### config.mk
export PLATFORM = sky130hd
export DESIGN_NAME = ces_mul
export DESIGN_NICKNAME = d
export VERILOG_FILES = /design/src/ces_pkg.sv /design/src/ces_mul.sv
export SDC_FILE = /design/constraint.sdc
export NUM_CORES = 2
export LEC_CHECK = 0
export BUFFER_PORTS_ARGS = -buffer_cell sky130_fd_sc_hd__buf_2
export CAP_MARGIN = 0
export CELL_PAD_IN_SITES_DETAIL_PLACEMENT = 1
export CELL_PAD_IN_SITES_GLOBAL_PLACEMENT = 1
export CORE_MARGIN = 1.5
export CORE_UTILIZATION = 29
export DETAILED_ROUTE_END_ITERATION = 6
export MAX_ROUTING_LAYER = met4
export PLACE_DENSITY_LB_ADDON = 0.1
export SYNTH_ARGS = -nofsm -noshare
export SYNTH_HDL_FRONTEND = slang
export SYNTH_SLANG_ARGS = --single-unit
export TNS_END_PERCENT = 100
### constraint.sdc
create_clock -name clk -period 7.5 [get_ports clk]
set_input_delay 0.75 -clock clk [delete_from_list [all_inputs] [get_ports clk]]
set_output_delay 0.75 -clock clk [all_outputs]
set_load 0.05 [all_outputs]
### src/ces_pkg.sv
// shared widths, reset values, register indexes and control structs for the chandelier exit block
package ces_pkg;

  // field and datapath widths
  localparam int PRICE_W    = 32;
  localparam int ATR_W      = 56;
  localparam int COEF_W     = 16;
  localparam int RECIP_W    = 17;
  localparam int PERIOD_W   = 7;
  localparam int OUT_W      = 48;
  localparam int CFG_IDX_W  = 2;
  localparam int CFG_DATA_W = 17;

  // shared multiplier: 32 x 17 product, 56 x 17 accumulated in two halves
  localparam int LO_W    = 24;
  localparam int MUL_A_W = ATR_W - LO_W;
  localparam int PROD_W  = MUL_A_W + RECIP_W;
  localparam int ACC_W   = ATR_W + RECIP_W;
  localparam int Q_SHIFT = 16;

  localparam logic [ATR_W-1:0] ATR_MAX = '1;

  // configuration register indexes
  localparam logic [CFG_IDX_W-1:0] CFG_PERIOD = 2'd0;
  localparam logic [CFG_IDX_W-1:0] CFG_MULT   = 2'd1;
  localparam logic [CFG_IDX_W-1:0] CFG_RECIP  = 2'd2;

  // register reset values
  localparam logic [PERIOD_W-1:0] PERIOD_RST = 7'd22;
  localparam logic [COEF_W-1:0]   COEF_RST   = 16'd768;
  localparam logic [RECIP_W-1:0]  RECIP_RST  = 17'd2979;

  typedef enum logic [1:0] {
    ACC_HOLD,
    ACC_LOAD,
    ACC_ADD_HI
  } acc_op_t;

  typedef struct packed {
    logic    mul_en;
    acc_op_t acc_op;
  } mul_ctrl_t;

  typedef struct packed {
    logic push;
    logic clear;
  } win_ctrl_t;

endpackage

### src/ces_mul.sv
// shared multiplier with registered product and a wide accumulator
module ces_mul (
  input  logic                          clk,
  input  ces_pkg::mul_ctrl_t            ctrl,
  input  logic [ces_pkg::MUL_A_W-1:0]   mul_a,
  input  logic [ces_pkg::RECIP_W-1:0]   mul_b,
  output logic [ces_pkg::PROD_W-1:0]    prod,
  output logic [ces_pkg::ACC_W-1:0]     acc
);

  localparam int ACC_W  = ces_pkg::ACC_W;
  localparam int PROD_W = ces_pkg::PROD_W;

  logic [PROD_W-1:0] prod_next;

  assign prod_next = PROD_W'(mul_a) * PROD_W'(mul_b);

  always_ff @(posedge clk) begin
    if (ctrl.mul_en) begin
      prod <= prod_next;
    end
    case (ctrl.acc_op)
      ces_pkg::ACC_HOLD:   acc <= acc;
      ces_pkg::ACC_LOAD:   acc <= ACC_W'(prod);
      ces_pkg::ACC_ADD_HI: acc <= acc + (ACC_W'(prod) << ces_pkg::LO_W);
      default:             acc <= acc;
    endcase
  end

endmodule

# Word-level counts from Yosys, hierarchy flattened
# Cells that the tools add are included.
totals:
  register_bits: 122
  elab_cells: 8
  in_bits: 53
  out_inout_bits: 122
classes:
  n_mux: 1
  mul: 1
  n_eq_ne: 2
  reduce_logical: 1
  n_addsub: 1
op_table:
  columns: ["operator", "n"]
  rows:
  - ["$pmux W73 S2", 1]
  - ["$add A73 B73 Y73", 1]
  - ["$mul A32 B17 Y49", 1]
  - ["$eq A2 B1 Y1 const B", 1]
  - ["$eq A2 B2 Y1 const B", 1]
  - ["$reduce_bool A2 Y1", 1]

# Depth between registers and ports, before layout
depth:
  ltp_word: 2
  mapped_depth: 25
  depth_no_buf: 23

# Worst setup path before layout
# No wires, ideal clock.
synth_path:
  kind: "in2reg"
  start: "in mul_b[2] (netlist name)"
  end: "reg prod[48] (netlist name), data pin"
  path_stages: 23
  setup_ns: 0.190
  required_ns: 7.310
  slack_ns: 1.016
  n_path_buf: 1
  arrival_ns: 6.294
  path_cell_list: "clkbuf_1 nand2_1 fa_1 inv_1 fa_1 inv_1 fa_1 inv_1 fa_1 fa_1 inv_1 fa_1 inv_1 ha_1 nand2_1 nor3_1 and4_1 nor2b_1 a22o_1 a311o_1 o211ai_2 mux2i_1 a2111oi_2"
synth_between:
  elab_chain_len: 1
synth_lines:
  columns: ["item", "line", "source"]
  rows:
  - ["from (decl)", "ces_mul.sv:6", "input logic [ces_pkg::RECIP_W-1:0] mul_b,"]
  - ["$mul A32 B17 Y49", "ces_mul.sv:16", "assign prod_next = PROD_W'(mul_a) * PROD_W'(mul_b);"]
  - ["net prod_next[48]", "ces_mul.sv:14", "logic [PROD_W-1:0] prod_next;"]
  - ["to (signal assigned)", "ces_mul.sv:20", "prod <= prod_next;"]
  - ["to (decl)", "ces_mul.sv:7", "output logic [ces_pkg::PROD_W-1:0] prod,"]
# The timed path passes the listed nets, and every way through them passes these cells.
# A chain may end at the register's enable or synchronous reset.

# Worst setup path after layout
layout_path:
  start: "in mul_b[3] (netlist name)"
  end: "reg prod[48] (netlist name), data pin"
# The elaborated chain is that of the path after synthesis.

==> results <==
- The number of port buffers is roughly 170.
- The floorplan has around 110 rows.
- The total number of yosys warnings is 0.
- The critical hold path startpoint is prod[46].
- The final layout contains routed wiring with a total length of a little under 80,000 um.
- The setup path with the least slack is of type in2reg.
- The met2 wirelength from detailed routing is roughly 39,000 um.
- The total I/O pin count is about 180.
- The number of search-and-repair iterations in the first detailed-routing pass is 5.
- Of all nets on the critical path, the largest fanout is 32.
- The part of the cycle the worst path needs is between 90% and 100%.
- Dividing the detail-routed via count by the number of cells gives 4.764.
- The time the final worst path needs with I/O delays and setup is roughly 6.9 ns.
- The final number of hold-violating endpoints is 0.
- The worst hold path was traced through 2 stages.
- The top cell types in the final layout, fill and taps aside, are sky130_fd_sc_hd__inv_1, sky130_fd_sc_hd__fa_1, sky130_fd_sc_hd__nand2_1, sky130_fd_sc_hd__and2_1, sky130_fd_sc_hd__buf_2.
- The violation count after the first detailed-route iteration is approximately 730.
- The hold buffer count at cts is 0.
- TritonCTS built the clock tree.
- The number of buffers on the longest clock path is 2.
- For hold timing, the worst endpoint is acc[46].
- The worst reg-to-reg path cell count is 12.
- CTS placed an instance of sky130_fd_sc_hd__clkbuf_16 at the clock tree root.
- The final routed wire length divided by cell count is 20.30 um.
- The post-synthesis cell type count is 67.
- The first global-routing pass estimated 124,900 um of wire.
- From synthesis to final layout, the design area changed by 10.77%.
- The core area is between 0.08 and 0.09 mm^2.
- The worst reg2reg path startpoint is prod[0].
- The average footprint of a synthesized cell is roughly 9.1 um^2.
- The slowest stage of the critical path belongs to the cell sky130_fd_sc_hd__fa_1.
- The number of flip-flops and latches in the synthesized netlist is between 100 and 150.
- The most common library cell in the layout ignoring fill and taps is sky130_fd_sc_hd__inv_1.
- On the worst path, the slowest cell contributes a delay of approximately 0.57 ns.
- The most instantiated flip-flop cell in the synthesis netlist is sky130_fd_sc_hd__edfxtp_1.
- Setup repair after global routing left no endpoint under its margin.
- The CTS sink count is about 120.
- The routed design uses 1731 um of met3 wire.
- The critical path launch point type is an input pin.
- The run finished with clean final reports.
- Global routing consumed, over all layers together, 19.41% of the routing resources.
- The slack of the worst reg-to-reg path is approximately 3.8 ns.
- For this block, the via count after detailed routing is about 19k.
- The via count of the first global-routing pass is 21.17k.
- The H-tree depth is 4.
- The number of slew-limit violations in the final report was 0.
- The number of gates resized after CTS is 0.
- For this run, design rule violations remaining after detail routing come to 0.
- For this block, wires on met1 add up to ~37,000 um.
- Summing the sequential cell areas from Yosys gives 14.97% of the chip area.
- For the worst setup path, the data required time is just under 8 ns.
- TritonCTS created 17 clock buffers.
- Setup violations remaining at the end of the flow were counted as 0.
- After clock tree synthesis, the clock-pin slew on the worst setup and hold paths is 0.06 ns.
- After routing, the total negative slack on setup checks comes to 0 ns.
- The post-synthesis async set-or-reset flop share is 0%.
- Static timing analysis puts the maximum clock frequency at approximately 0.14 GHz.
- The count of filler cells inserted in the layout is between 9k and 10k.
- The signal on the critical path passes through buf_2 > nand2_1 > fa_1 > inv_1 > fa_1 > inv_1 > fa_1 > inv_1 > fa_1 > fa_1 > inv_1 > fa_1 > inv_1 > ha_1 > nand2_1 > nor3_1 > and4_1 > nor2b_1 > a22o_1 > a311o_1 > o211ai_2 > mux2i_1 > a2111oi_2.
- In this run the cell area measured after placement is between 0.02 and 0.03 mm^2.
- Entering global routing, the biggest net connects 61 pins.
- The share of final-layout standard cells stronger than drive strength 1 is around a tenth.
- The net count of the finished layout is between 3k and 4k.
- The critical path endpoint category is a flop.
- The clock latency on the worst-skew pair is ~0.43 ns.
- Across the routed clock network, the largest skew measured is roughly 0.011 ns.
- The endpoint of the worst register-to-register path is acc[62].
- The die covers between 0.08 and 0.09 mm^2.
- In this run, synthesis inferred approximately 120 flip-flops with an integrated enable.
- The sum of overflow across all layers after global routing is 0.
- The combined area of all synthesized cells is ~0.024 mm^2.
- The width of the die is slightly below 300 um.
- The height of the die is approximately 290 um.
- The starting utilization of the core area is between 20% and 30%.
- The total nets after synthesis is roughly 3.4k.
- The area of all placed cells without fillers is ~0.027 mm^2.
- The uppermost signal routing layer after detailed routing is met4.
- The final weighted congestion of routability-driven global placement is 0.8589.
- Registers take approximately 0.0037 mm^2.
- The most numerous cell on the critical path is sky130_fd_sc_hd__fa_1.
- The cell count after synthesis is 2,693.
- The path type of the worst min-delay path is reg2reg.
- The initial antenna violation count is 3.
- Measured against its own limit, the worst slew margin works out to between 40 and 50%.
- The total area of multi-input combinational cells is between 0.015 and 0.02 mm^2.
- Post-CTS timing repair inserted 0 buffers for setup.
- For the pin with the worst max-slew slack, the measured transition is 0.8047 ns.
- The detail route stage leaves a number of antenna-violating nets equal to 0.
- The reported max-cap violation count is 0.
- The worst endpoint data arrival time is between 7 and 8 ns.
- After legalization and detailed placement, the total HPWL measured roughly 66,000 um.
==> metal layers <==
metal | track usage, % | vias up
met5 | - | -
met4 | 3.470 | 0
met3 | 1.490 | 60
met2 | 33.47 | 272
met1 | 25.18 | 9693
li1 | - | 8488
==> how the worst max path moves through the flow <==
stage | start | end | slack, ns | cells past startpoint
after CTS | mul_b[3] | prod[41] | 0.57 | 21
after global placement | mul_b[4] | prod[41] | 0.14 | 22
after detailed placement | mul_b[4] | prod[41] | 0.11 | 22
after global routing | mul_b[3] | prod[41] | 0.17 | 21
final | mul_b[3] | prod[48] | 0.57 | 23
after floorplan | mul_b[2] | prod[48] | 1.02 | 23
==> registers in the layout, indices dropped and copies added, names as in the netlist <==
signal / cells
prod: 49
acc: 73
==> synthesized netlist by cell type (3+ instances only) <==
master | n | area (um^2)
sky130_fd_sc_hd__edfxtp_1 | 122 | 3664
sky130_fd_sc_hd__o21a_1 | 13 | 97.59
sky130_fd_sc_hd__or3_1 | 3 | 18.77
sky130_fd_sc_hd__o21bai_1 | 21 | 157.7
sky130_fd_sc_hd__nand3_1 | 20 | 100.1
sky130_fd_sc_hd__inv_1 | 561 | 2106
sky130_fd_sc_hd__a2111oi_2 | 3 | 45.04
sky130_fd_sc_hd__nor2_1 | 84 | 315.3
sky130_fd_sc_hd__o211ai_1 | 5 | 37.54
sky130_fd_sc_hd__o21ai_1 | 14 | 70.07
sky130_fd_sc_hd__a22oi_1 | 3 | 22.52
sky130_fd_sc_hd__nand2_1 | 399 | 1498
sky130_fd_sc_hd__nor2b_1 | 32 | 200.2
sky130_fd_sc_hd__mux2i_1 | 5 | 50.05
sky130_fd_sc_hd__xnor2_1 | 55 | 481.7
sky130_fd_sc_hd__a31o_2 | 4 | 35.03
sky130_fd_sc_hd__a31oi_1 | 16 | 100.1
sky130_fd_sc_hd__xor2_1 | 26 | 227.7
sky130_fd_sc_hd__and3_1 | 7 | 43.79
sky130_fd_sc_hd__o21ai_0 | 40 | 200.2
sky130_fd_sc_hd__clkbuf_1 | 126 | 473.0
sky130_fd_sc_hd__a21o_1 | 52 | 390.4
sky130_fd_sc_hd__nand4_1 | 23 | 143.9
sky130_fd_sc_hd__ha_1 | 173 | 2165
sky130_fd_sc_hd__nor4_1 | 3 | 18.77
sky130_fd_sc_hd__and4_1 | 5 | 43.79
sky130_fd_sc_hd__a21oi_1 | 105 | 525.5
sky130_fd_sc_hd__fa_1 | 450 | 9009
sky130_fd_sc_hd__mux2_2 | 19 | 214.0
sky130_fd_sc_hd__a41oi_1 | 5 | 43.79
sky130_fd_sc_hd__nor3_1 | 17 | 85.08
sky130_fd_sc_hd__a211oi_1 | 7 | 52.55
sky130_fd_sc_hd__and2_1 | 220 | 1376
sky130_fd_sc_hd__nand2b_1 | 13 | 81.33
==> worst max-delay path: cells and delay by family <==
kind | cells | cell delay [ns]
mux | 1 | 0.12
buf+inv | 6 | 0.83
simple gates | 5 | 0.73
fa+ha+maj | 7 | 3.50
compound gates | 4 | 1.15
==> layout make-up <==
type | count | share of cell area [%]
antenna | 3 | 0.02770
clock buffer | 17 | 1.570
clock inverter | 15 | 0.7386
inverter | 563 | 7.797
multi-input combinational | 1882 | 67.23
sequential | 122 | 13.52
tap | 1080 | 4.986
timing repair buffer | 204 | 4.136
==> per-stage QoR <==
| stage | hold slack [ns] | setup slack [ns] | util (%) | cells |
|---|---|---|---|---|
| after CTS | 0.6845 | 0.5725 | 32.43 | 3883 |
| after detailed placement | 0.6781 | 0.1131 | 31.68 | 3851 |
| after global placement | 0.6644 | 0.1409 | 31.68 | 3851 |
| after global routing | 0.6936 | 0.1735 | 32.43 | 3885 |
| after floorplan | 0.8625 | 1.016 | - | 2693 |
| final | 0.6822 | 0.5672 | 32.44 | 3886 |
==> cell families (layout without fill, tap and decap cells) <==
family,after synthesis,after routing,synth area share (%)
fa+ha+maj,623,623,45.66
compound gates,322,322,8.596
other cells,0,3,0
xor+xnor,81,81,2.899
buf+inv,689,799,10.57
simple gates,832,832,16.22
mux,24,24,1.079
flops,122,122,14.97
Power is left out: the tool's default activity adds up to more than one toggle a clock period on the data nets, which glitch-free logic cannot reach.
