--- config.mk ---
export PLATFORM = sky130hd
export DESIGN_NAME = ces_window
export DESIGN_NICKNAME = d
export VERILOG_FILES = /design/src/ces_pkg.sv /design/src/ces_window.sv
export SDC_FILE = /design/constraint.sdc
export NUM_CORES = 2
export LEC_CHECK = 0
export BUFFER_PORTS_ARGS = -buffer_cell sky130_fd_sc_hd__buf_2
export CAP_MARGIN = 10
export CORE_UTILIZATION = 50
export CTS_CLUSTER_SIZE = 16
export DETAILED_ROUTE_END_ITERATION = 8
export GPL_TIMING_DRIVEN = 0
export PLACE_DENSITY = 0.68
export RECOVER_POWER = 100
export SLEW_MARGIN = 0
export SYNTH_ARGS = -nofsm -noshare
export SYNTH_HDL_FRONTEND = slang
export SYNTH_SLANG_ARGS = --single-unit
export TNS_END_PERCENT = 30
--- constraint.sdc ---
create_clock -name clk -period 9.9 [get_ports clk]
set_clock_uncertainty 0.15 [all_clocks]
set_input_delay 0 -clock clk [delete_from_list [all_inputs] [get_ports clk]]
set_output_delay 0 -clock clk [all_outputs]
set_load 0.01 [all_outputs]
--- src/ces_pkg.sv ---
// shared widths, reset values, register indexes and control structs for the chandelier exit block
package ces_pkg;

  // field and datapath widths
  localparam int PRICE_W    = 32;
  localparam int ATR_W      = 56;
  localparam int COEF_W     = 16;
  localparam int RECIP_W    = 17;
  localparam int PERIOD_W   = 7;
  localparam int OUT_W      = 48;
  localparam int CFG_IDX_W  = 2;
  localparam int CFG_DATA_W = 17;

  // shared multiplier: 32 x 17 product, 56 x 17 accumulated in two halves
  localparam int LO_W    = 24;
  localparam int MUL_A_W = ATR_W - LO_W;
  localparam int PROD_W  = MUL_A_W + RECIP_W;
  localparam int ACC_W   = ATR_W + RECIP_W;
  localparam int Q_SHIFT = 16;

  localparam logic [ATR_W-1:0] ATR_MAX = '1;

  // configuration register indexes
  localparam logic [CFG_IDX_W-1:0] CFG_PERIOD = 2'd0;
  localparam logic [CFG_IDX_W-1:0] CFG_MULT   = 2'd1;
  localparam logic [CFG_IDX_W-1:0] CFG_RECIP  = 2'd2;

  // register reset values
  localparam logic [PERIOD_W-1:0] PERIOD_RST = 7'd22;
  localparam logic [COEF_W-1:0]   COEF_RST   = 16'd768;
  localparam logic [RECIP_W-1:0]  RECIP_RST  = 17'd2979;

  typedef enum logic [1:0] {
    ACC_HOLD,
    ACC_LOAD,
    ACC_ADD_HI
  } acc_op_t;

  typedef struct packed {
    logic    mul_en;
    acc_op_t acc_op;
  } mul_ctrl_t;

  typedef struct packed {
    logic push;
    logic clear;
  } win_ctrl_t;

endpackage

--- src/ces_window.sv ---
// ring store of recent highs and lows with tracked extremes and a sequential rescan
module ces_window #(
  parameter  int WINDOW_MAX = 64,
  localparam int SLOT_W     = (WINDOW_MAX > 1) ? $clog2(WINDOW_MAX) : 1
) (
  input  logic                          clk,
  input  logic                          rst,
  input  ces_pkg::win_ctrl_t            ctrl,
  input  logic [SLOT_W:0]               period,
  input  logic [ces_pkg::PRICE_W-1:0]   high,
  input  logic [ces_pkg::PRICE_W-1:0]   low,
  output logic [ces_pkg::PRICE_W-1:0]   max_val,
  output logic [ces_pkg::PRICE_W-1:0]   min_val,
  output logic                          busy
);

  localparam logic [SLOT_W-1:0] LAST_SLOT = SLOT_W'(WINDOW_MAX - 1);
  localparam logic [SLOT_W:0]   ONE_EXT   = (SLOT_W + 1)'(1);

  logic [ces_pkg::PRICE_W-1:0] high_mem [WINDOW_MAX];
  logic [ces_pkg::PRICE_W-1:0] low_mem  [WINDOW_MAX];
  logic [WINDOW_MAX-1:0]       written;

  logic [SLOT_W-1:0] write_slot, max_slot, min_slot, scan_idx, rd_idx, next_slot;
  logic [SLOT_W:0]   slot_inc;
  logic [ces_pkg::PRICE_W-1:0] rd_high, rd_low, rd_high_eff, rd_low_eff;
  logic scan_act, scan_high, scan_low, rd_v, rd_written, last_issue;

  // ring pointer wraps at the period
  assign slot_inc   = {1'b0, write_slot} + ONE_EXT;
  assign next_slot  = (slot_inc >= period) ? '0 : slot_inc[SLOT_W-1:0];
  assign last_issue = (({1'b0, scan_idx} + ONE_EXT) == period);

  // never-written entries read as zero
  assign rd_high_eff = rd_written ? rd_high : '0;
  assign rd_low_eff  = rd_written ? rd_low  : '0;

  assign busy = scan_act | rd_v;

  always_ff @(posedge clk) begin
    if (ctrl.push) begin
      high_mem[next_slot] <= high;
      low_mem[next_slot]  <= low;
    end
    rd_high <= high_mem[scan_idx];
    rd_low  <= low_mem[scan_idx];
  end

  always_ff @(posedge clk) begin
    if (rst || ctrl.clear) begin
      written    <= '0;
      write_slot <= LAST_SLOT;
      max_slot   <= '0;
      min_slot   <= '0;
      max_val    <= '0;
      min_val    <= '0;
      scan_act   <= 1'b0;
      scan_high  <= 1'b0;
      scan_low   <= 1'b0;
      scan_idx   <= '0;
      rd_v       <= 1'b0;
      rd_idx     <= '0;
      rd_written <= 1'b0;
    end else begin
      rd_v       <= scan_act;
      rd_idx     <= scan_idx;
      rd_written <= written[scan_idx];

      if (ctrl.push) begin
        written[next_slot] <= 1'b1;
        write_slot         <= next_slot;
        scan_high          <= (max_slot == next_slot);
        scan_low           <= (min_slot == next_slot);
        scan_act           <= (max_slot == next_slot) || (min_slot == next_slot);
        scan_idx           <= '0;
        // new bar takes over the extreme on ties
        if (max_slot != next_slot && max_val <= high) begin
          max_slot <= next_slot;
          max_val  <= high;
        end
        if (min_slot != next_slot && min_val >= low) begin
          min_slot <= next_slot;
          min_val  <= low;
        end
      end else if (scan_act) begin
        if (last_issue) begin
          scan_act <= 1'b0;
        end else begin
          scan_idx <= scan_idx + SLOT_W'(1);
        end
      end

      // rescan: slot zero seeds, later slots win ties
      if (rd_v) begin
        if (scan_high && (rd_idx == '0 || max_val <= rd_high_eff)) begin
          max_val  <= rd_high_eff;
          max_slot <= rd_idx;
        end
        if (scan_low && (rd_idx == '0 || min_val >= rd_low_eff)) begin
          min_val  <= rd_low_eff;
          min_slot <= rd_idx;
        end
      end
    end
  end

endmodule
After elaboration in Yosys (flattened, before gate mapping)
Memory sizes are Yosys's and may differ from the RTL's. A register that Yosys moved wholly into a read port is not among the register bits.
Index checks and enable logic that the tools add are counted.
{"block": "totals", "ram_bits": 4096, "n_memories": 2, "out_inout_bits": 65, "rom_bits": 0, "register_bits": 163, "latch_bits": 0}
{"block": "op_classes", "order_cmp": 8, "n_div": 0, "reduce_logical": 12, "n_eq_ne": 5, "add_sub_neg": 3, "mux": 28, "multipliers": 0, "n_shift": 0, "n_bitwise": 3}
{"memory": "high_mem", "depth": 64, "word_bits": 32, "read_ports": 1, "rd_clocked_by_memory_dff": 1, "write_ports": 1, "line_no": "ces_window.sv:20", "text": "logic [ces_pkg::PRICE_W-1:0] high_mem [WINDOW_MAX];"}
{"memory": "low_mem", "depth": 64, "word_bits": 32, "read_ports": 1, "rd_clocked_by_memory_dff": 1, "write_ports": 1, "line_no": "ces_window.sv:21", "text": "logic [ces_pkg::PRICE_W-1:0] low_mem [WINDOW_MAX];"}
{"op": "32-bit two-way mux", "count": 10}
{"op": "32-bit >= comparator", "count": 2}
{"op": "32-bit <= comparator", "count": 2}
{"op": "64-bit bitwise OR", "count": 1}
{"op": "6-bit two-way mux", "count": 9}
{"op": "6-bit by 1-bit adder with 7-bit output (second input constant)", "count": 2}
{"op": "6-bit by 7-bit < comparator with 1-bit output (second input constant)", "count": 2}
{"op": "6-bit == test", "count": 2}
{"op": "6-bit != test", "count": 2}
{"op": "7-bit == test", "count": 1}
{"op": "7-bit >= comparator", "count": 1}
{"op": "1-bit two-way mux", "count": 7}
{"op": "6-bit by 1-bit adder with 6-bit output (second input constant)", "count": 1}
{"op": "1-bit binary-select mux with 6-bit select", "count": 1}
{"op": "1-bit demux with 6-bit select", "count": 1}
{"op": "6-bit by 1-bit >= comparator with 1-bit output (second input constant)", "count": 1}
{"op": "6-bit zero test", "count": 1}
{"op": "1-bit logical AND", "count": 5}
{"op": "1-bit logical OR", "count": 4}
{"op": "2-bit AND reduction", "count": 1}
{"op": "2-bit OR reduction", "count": 1}
{"op": "1-bit NOT", "count": 1}
{"op": "1-bit bitwise OR", "count": 1}

Depth between registers and ports, before layout
{"block": "depth", "word_depth": 9, "mapped_depth": 17}

Worst setup path after synthesis
Ideal clock, no wire load.
{"block": "synth_timing", "kind": "register to register", "start": "register write_slot[0]", "end": "memory high_mem[29][0] in the netlist's numbering (enable)", "arrival_time_ps": 5588, "setup_time_ps": 488, "stages_incl_launch_ff": 15, "synth_period_minus_slack_ps": 6226, "path_buffers": 3, "path_slack_ps": 3674, "required_ps": 9262, "path_cell_list": "dfxtp_1 -> buf_2 -> nand3_1 -> or3_1 -> and2_1 -> inv_1 -> ha_1 -> nand4_1 -> and3_1 -> o21a_1 -> clkbuf_1 -> nand2_1 -> or4_1 -> clkbuf_1 -> nor2_1"}
{"block": "synth_between", "elab_chain_cells": 3}
{"element": "from (decl)", "line_no": "ces_window.sv:24", "text": "logic [SLOT_W-1:0] write_slot, max_slot, min_slot, scan_idx, rd_idx, next_slot;"}
{"element": "from (signal assigned)", "line_no": "ces_window.sv:71", "text": "write_slot <= next_slot;"}
{"element": "6-bit by 1-bit adder with 7-bit output *", "line_no": "ces_window.sv:30", "text": "assign slot_inc = {1'b0, write_slot} + ONE_EXT;"}
{"element": "7-bit >= comparator", "line_no": "ces_window.sv:31", "text": "assign next_slot = (slot_inc >= period) ? '0 : slot_inc[SLOT_W-1:0];"}
{"element": "6-bit two-way mux *", "line_no": "ces_window.sv:31"}
{"element": "to (decl)", "line_no": "ces_window.sv:20"}
Mark *: on every way between the ends. The rest lies on a longest branch, timed or not.

Final worst setup path
{"block": "layout_timing", "start": "register write_slot[0]", "end": "memory low_mem[25][3] in the netlist's numbering (enable)"}
{"block": "layout_between", "elab_chain_cells": 3}
{"element": "6-bit by 1-bit adder with 7-bit output *", "line_no": "ces_window.sv:30"}
{"element": "7-bit >= comparator", "line_no": "ces_window.sv:31"}
{"element": "6-bit two-way mux *", "line_no": "ces_window.sv:31"}
{"element": "to (decl)", "line_no": "ces_window.sv:21"}
Marked as above.

==> flow_results.xml <==
<?xml version="1.0" encoding="UTF-8"?>
<metrics>
  <group name="yosys">
    <metric name="post_synth_main_area_contributors" unit="">sky130_fd_sc_hd__edfxtp_1, sky130_fd_sc_hd__mux4_2, sky130_fd_sc_hd__dfxtp_1, sky130_fd_sc_hd__ha_1, sky130_fd_sc_hd__mux2i_1</metric>
    <metric name="mappedNetlistArea" unit="sq mm">0.166</metric>
    <metric name="ys.flop_type" unit="">sky130_fd_sc_hd__edfxtp_1</metric>
    <metric name="yosysSeqAreaShare" unit="%">76.7</metric>
    <metric name="synth_top_area_share" unit="%">74.0</metric>
    <metric name="number_of_standard_cells_after_synthesis" unit="">7022</metric>
    <metric name="nets_in_the_synthesized_netlist" unit="">7234</metric>
    <metric name="ffs_latches_synth" unit="">4323</metric>
    <metric name="syn_avg_cell_area" unit="sq um">23.7</metric>
    <metric name="warnings_synthesis" unit="">0</metric>
    <metric name="synth_most_common_cell" unit="">sky130_fd_sc_hd__edfxtp_1</metric>
    <metric name="async_reset_ff_share" unit="%">0</metric>
    <metric name="top_post_synthesis_cells_by_count" unit="">sky130_fd_sc_hd__edfxtp_1, sky130_fd_sc_hd__mux4_2, sky130_fd_sc_hd__dfxtp_1</metric>
    <metric name="yosys.area.top_type" unit="">sky130_fd_sc_hd__edfxtp_1</metric>
    <metric name="synth_cell_types" unit="">56</metric>
    <metric name="synth-edff-count" unit="">4096</metric>
  </group>
  <group name="critical_path">
    <metric name="critPathArrivalTime" unit="ns">8.98</metric>
    <metric name="ff2ff_path_depth" unit="">14</metric>
    <metric name="setup.worst_path.class" unit="">reg -&gt; reg</metric>
    <metric name="reg2reg_setup_slack" unit="ns">1.32</metric>
    <metric name="cp_max_fo" unit="">21</metric>
    <metric name="critPathRequiredTime" unit="ns">10.30</metric>
    <metric name="critical_path.reg2reg.startpoint" unit="">write_slot[0]</metric>
    <metric name="regToRegEndpoint" unit="">low_mem[25][3]</metric>
    <metric name="setup.worst_path.start_class" unit="">flop</metric>
    <metric name="end_kind" unit="">flop</metric>
  </group>
  <group name="layout">
    <metric name="final_core_utilization" unit="%">57.0</metric>
    <metric name="fill_cells" unit="">23675</metric>
    <metric name="design_area" unit="sq mm">0.189</metric>
    <metric name="syn2layout_area_growth" unit="%">13.4</metric>
    <metric name="final_nets" unit="">8112</metric>
    <metric name="final_layout_size_suffix_gt1_share" unit="%">25.6</metric>
  </group>
  <group name="timing">
    <metric name="achievable-frequency" unit="GHz">0.117</metric>
    <metric name="report.final.slew_viol_count" unit="">7801</metric>
    <metric name="relSlewSlack" unit="%">-104</metric>
    <metric name="timing.final.crit_share" unit="%">86.6</metric>
    <metric name="setup_viol" unit="">0</metric>
    <metric name="fin_crit" unit="ns">8.58</metric>
    <metric name="hold_ws" unit="ns">0.144</metric>
    <metric name="report.final.hold_viol_count" unit="">0</metric>
    <metric name="grt_setup_unrepaired" unit="">no</metric>
    <metric name="worst_margin_pin_slew" unit="ns">3.05</metric>
  </group>
  <group name="die">
    <metric name="start_util" unit="%">50.3</metric>
    <metric name="width_of_the_die" unit="microns">579</metric>
    <metric name="floorplan.io_pins" unit="">140</metric>
    <metric name="num_rows" unit="">211</metric>
    <metric name="die-area" unit="sq mm">0.335</metric>
    <metric name="core_region_area" unit="sq mm">0.331</metric>
    <metric name="floorplan.die.height" unit="microns">579</metric>
  </group>
  <group name="clock_network">
    <metric name="clock_insertion_delay_at_the_later_pin_of_the_skew_report" unit="ns">0.99</metric>
    <metric name="clock_slew_at_reported_path_ffs" unit="ns">0.07</metric>
    <metric name="tritoncts" unit="">built</metric>
    <metric name="clockRootBuffer" unit="">sky130_fd_sc_hd__clkbuf_16</metric>
    <metric name="cts_buffers" unit="">424</metric>
    <metric name="holdBufCountCts" unit="">74</metric>
    <metric name="post_cts_resized" unit="">0</metric>
    <metric name="numClockSinks" unit="">4323</metric>
    <metric name="htree_num_levels" unit="">5</metric>
    <metric name="post_cts.repair.setup_buffers" unit="">0</metric>
    <metric name="max_clock_buf_depth" unit="">4</metric>
  </group>
  <group name="route">
    <metric name="detailedRoute.firstPassIterationCount" unit="">9</metric>
    <metric name="ant_nets" unit="">0</metric>
    <metric name="total_wirelength_of_the_detailed_routed_design" unit="microns">459000</metric>
    <metric name="first_iter_violations" unit="">11741</metric>
    <metric name="drc" unit="">0</metric>
    <metric name="detail_route.wl_per_cell" unit="microns">36.3</metric>
    <metric name="routed_vias" unit="">82224</metric>
    <metric name="routed_via_density" unit="">6.50</metric>
  </group>
  <group name="pwr">
    <metric name="power.density_cell_area" unit="mW/mm^2">199</metric>
    <metric name="power_leakage" unit="nW">57.0</metric>
    <metric name="maximum_vdd_drop" unit="V">0.000166</metric>
  </group>
  <group name="grt">
    <metric name="grt_pass1_wl" unit="microns">636000</metric>
    <metric name="grt.overflow.total" unit="">0</metric>
    <metric name="grt_antenna_before_repair" unit="">28</metric>
    <metric name="gr-usage-all-layers" unit="%">27.6</metric>
    <metric name="grt_start_max_net_pins" unit="">67</metric>
    <metric name="grt_pass1_vias" unit="">82220</metric>
  </group>
  <group name="placed_design">
    <metric name="port_buffers" unit="">139</metric>
    <metric name="placedInstanceArea" unit="sq mm">0.178</metric>
    <metric name="place.detailed.hpwl" unit="microns">316000</metric>
    <metric name="finalWeightedCongestion" unit="">0.884</metric>
  </group>
  <group name="worst_hold_path">
    <metric name="timing.hold.worst_endpoint" unit="">scan_high</metric>
    <metric name="tightest_hold_check_type" unit="">in -&gt; reg</metric>
    <metric name="min_delay_path_depth" unit="">9</metric>
    <metric name="hold_path_startpoint" unit="">period[3]</metric>
  </group>
  <group name="outcome">
    <metric name="outcome" unit="">complete, but fails checks</metric>
    <metric name="failed_checks" unit="">capacitance limit, slew limit</metric>
  </group>
  <group name="job">
    <metric name="max_cap_viol_count" unit="">265</metric>
  </group>
</metrics>
-- power breakdown --
part,switching [mW],total (mW),internal [mW]
Sequential,0.0768,20.4,20.3
Combinational,0.935,1.39,0.457
Clock,6.87,15.8,8.95
-- critical path: stages, from the launching register on --
cell and delay (ns):
sky130_fd_sc_hd__dfxtp_1 0.38, sky130_fd_sc_hd__clkbuf_1 0.30, sky130_fd_sc_hd__nand3_1 0.27, sky130_fd_sc_hd__or3_1 0.42
sky130_fd_sc_hd__and2_0 0.25, sky130_fd_sc_hd__inv_1 0.17, sky130_fd_sc_hd__ha_1 0.28, sky130_fd_sc_hd__nand4_1 0.07
sky130_fd_sc_hd__and3_1 0.18, sky130_fd_sc_hd__o21ai_0 0.34, sky130_fd_sc_hd__nor2_1 0.52, sky130_fd_sc_hd__nand4_1 0.50
sky130_fd_sc_hd__nor2_1 1.56, sky130_fd_sc_hd__clkbuf_1 1.16, sky130_fd_sc_hd__clkbuf_1 1.47
-- area by class of cell --
type	instances	area [sq um]	share of cell area, %
timing repair buffer	452	3230	1.72
clock buffer	550	11400	6.04
clock inverter	224	2160	1.15
multi-input combinational	2252	36900	19.6
antenna	31	77.6	0.0411
sequential	4323	128000	67.6
inverter	91	342	0.181
tap	4366	5460	2.90
buffer	356	1450	0.768
-- cells by family (layout without fill, tap and decap cells) --
logic type | after synthesis | after routing | synth area share [%]
adder cells (fa/ha/maj) | 137 | 137 | 1.03
buffers and inverters | 447 | 1673 | 1.09
multiplexers | 1443 | 1443 | 19.0
flip-flops | 4323 | 4323 | 76.7
other | 0 | 31 | 0
AO/OA/AOI/OAI | 282 | 282 | 1.10
XOR/XNOR | 19 | 19 | 0.100
AND/OR/NAND/NOR | 371 | 371 | 1.00
-- sequential cells by signal, summed over array words and instances, names as in the netlist --
name,flops
high_mem,2048
low_mem,2048
written,64
max_val,32
min_val,32
rd_high,32
rd_low,32
max_slot,6
min_slot,6
rd_idx,6
scan_idx,6
write_slot,6
rd_v,1
rd_written,1
scan_act,1
scan_high,1
scan_low,1
-- layer usage --
metal	vias up	track usage (%)	part of all wire (%)
li1	32015	-	-
met1	44209	37.4	37
met2	4963	43.5	47
met3	1015	6.48	11
met4	22	11.2	4.7
met5	-	0	0.034
-- through the flow --
step	TNS (ns)	setup slack (ns)	total power, mW	cells
6_report	0	1.32	37.6	12645
3_3_place_gp	-3839.47	-1.46	22.0	11527
3_5_place_dp	0	2.70	22.2	11749
5_1_grt	0	1.27	38.4	12616
2_1_floorplan	0	3.67	21.4	7022
4_1_cts	0	2.67	37.7	12597
-- worst max path at each step --
stage                  start               to  slack, ns  cells after the start
2_1_floorplan  write_slot[0]  high_mem[29][0]       3.67                     14
3_3_place_gp   write_slot[0]  low_mem[42][10]      -1.46                     14
3_5_place_dp      rd_written      max_slot[3]       2.70                     15
4_1_cts           rd_written      max_slot[3]       2.67                     15
5_1_grt        write_slot[0]  low_mem[41][21]       1.27                     14
6_report       write_slot[0]   low_mem[25][3]       1.32                     14
-- placed cells by master (no fill, tap or decap), drive strengths merged, types with 8 or more instances in the layout --
| cell type | netlist | layout |
|---|---|---|
| nand4 | 27 | 27 |
| dlygate4sd3 | 0 | 75 |
| o211ai | 8 | 8 |
| mux4 | 1365 | 1365 |
| a21o | 14 | 14 |
| edfxtp | 4096 | 4096 |
| clkbuf | 195 | 1065 |
| nand3 | 17 | 17 |
| ha | 137 | 137 |
| diode | 0 | 31 |
| a211oi | 14 | 14 |
| dfxtp | 227 | 227 |
| o21a | 52 | 52 |
| clkinvlp | 0 | 13 |
| bufinv | 0 | 32 |
| nand2b | 8 | 8 |
| inv | 91 | 98 |
| xnor2 | 11 | 11 |
| mux2i | 77 | 77 |
| and2 | 11 | 11 |
| nor3 | 12 | 12 |
| clkinv | 0 | 172 |
| o21ai | 42 | 42 |
| nor2b | 9 | 9 |
| buf | 161 | 218 |
| nor2 | 144 | 144 |
| nand2 | 118 | 118 |
| a21oi | 45 | 45 |
| o22ai | 76 | 76 |
| xor2 | 8 | 8 |
Note: power is estimated with default switching activity, not from simulation.
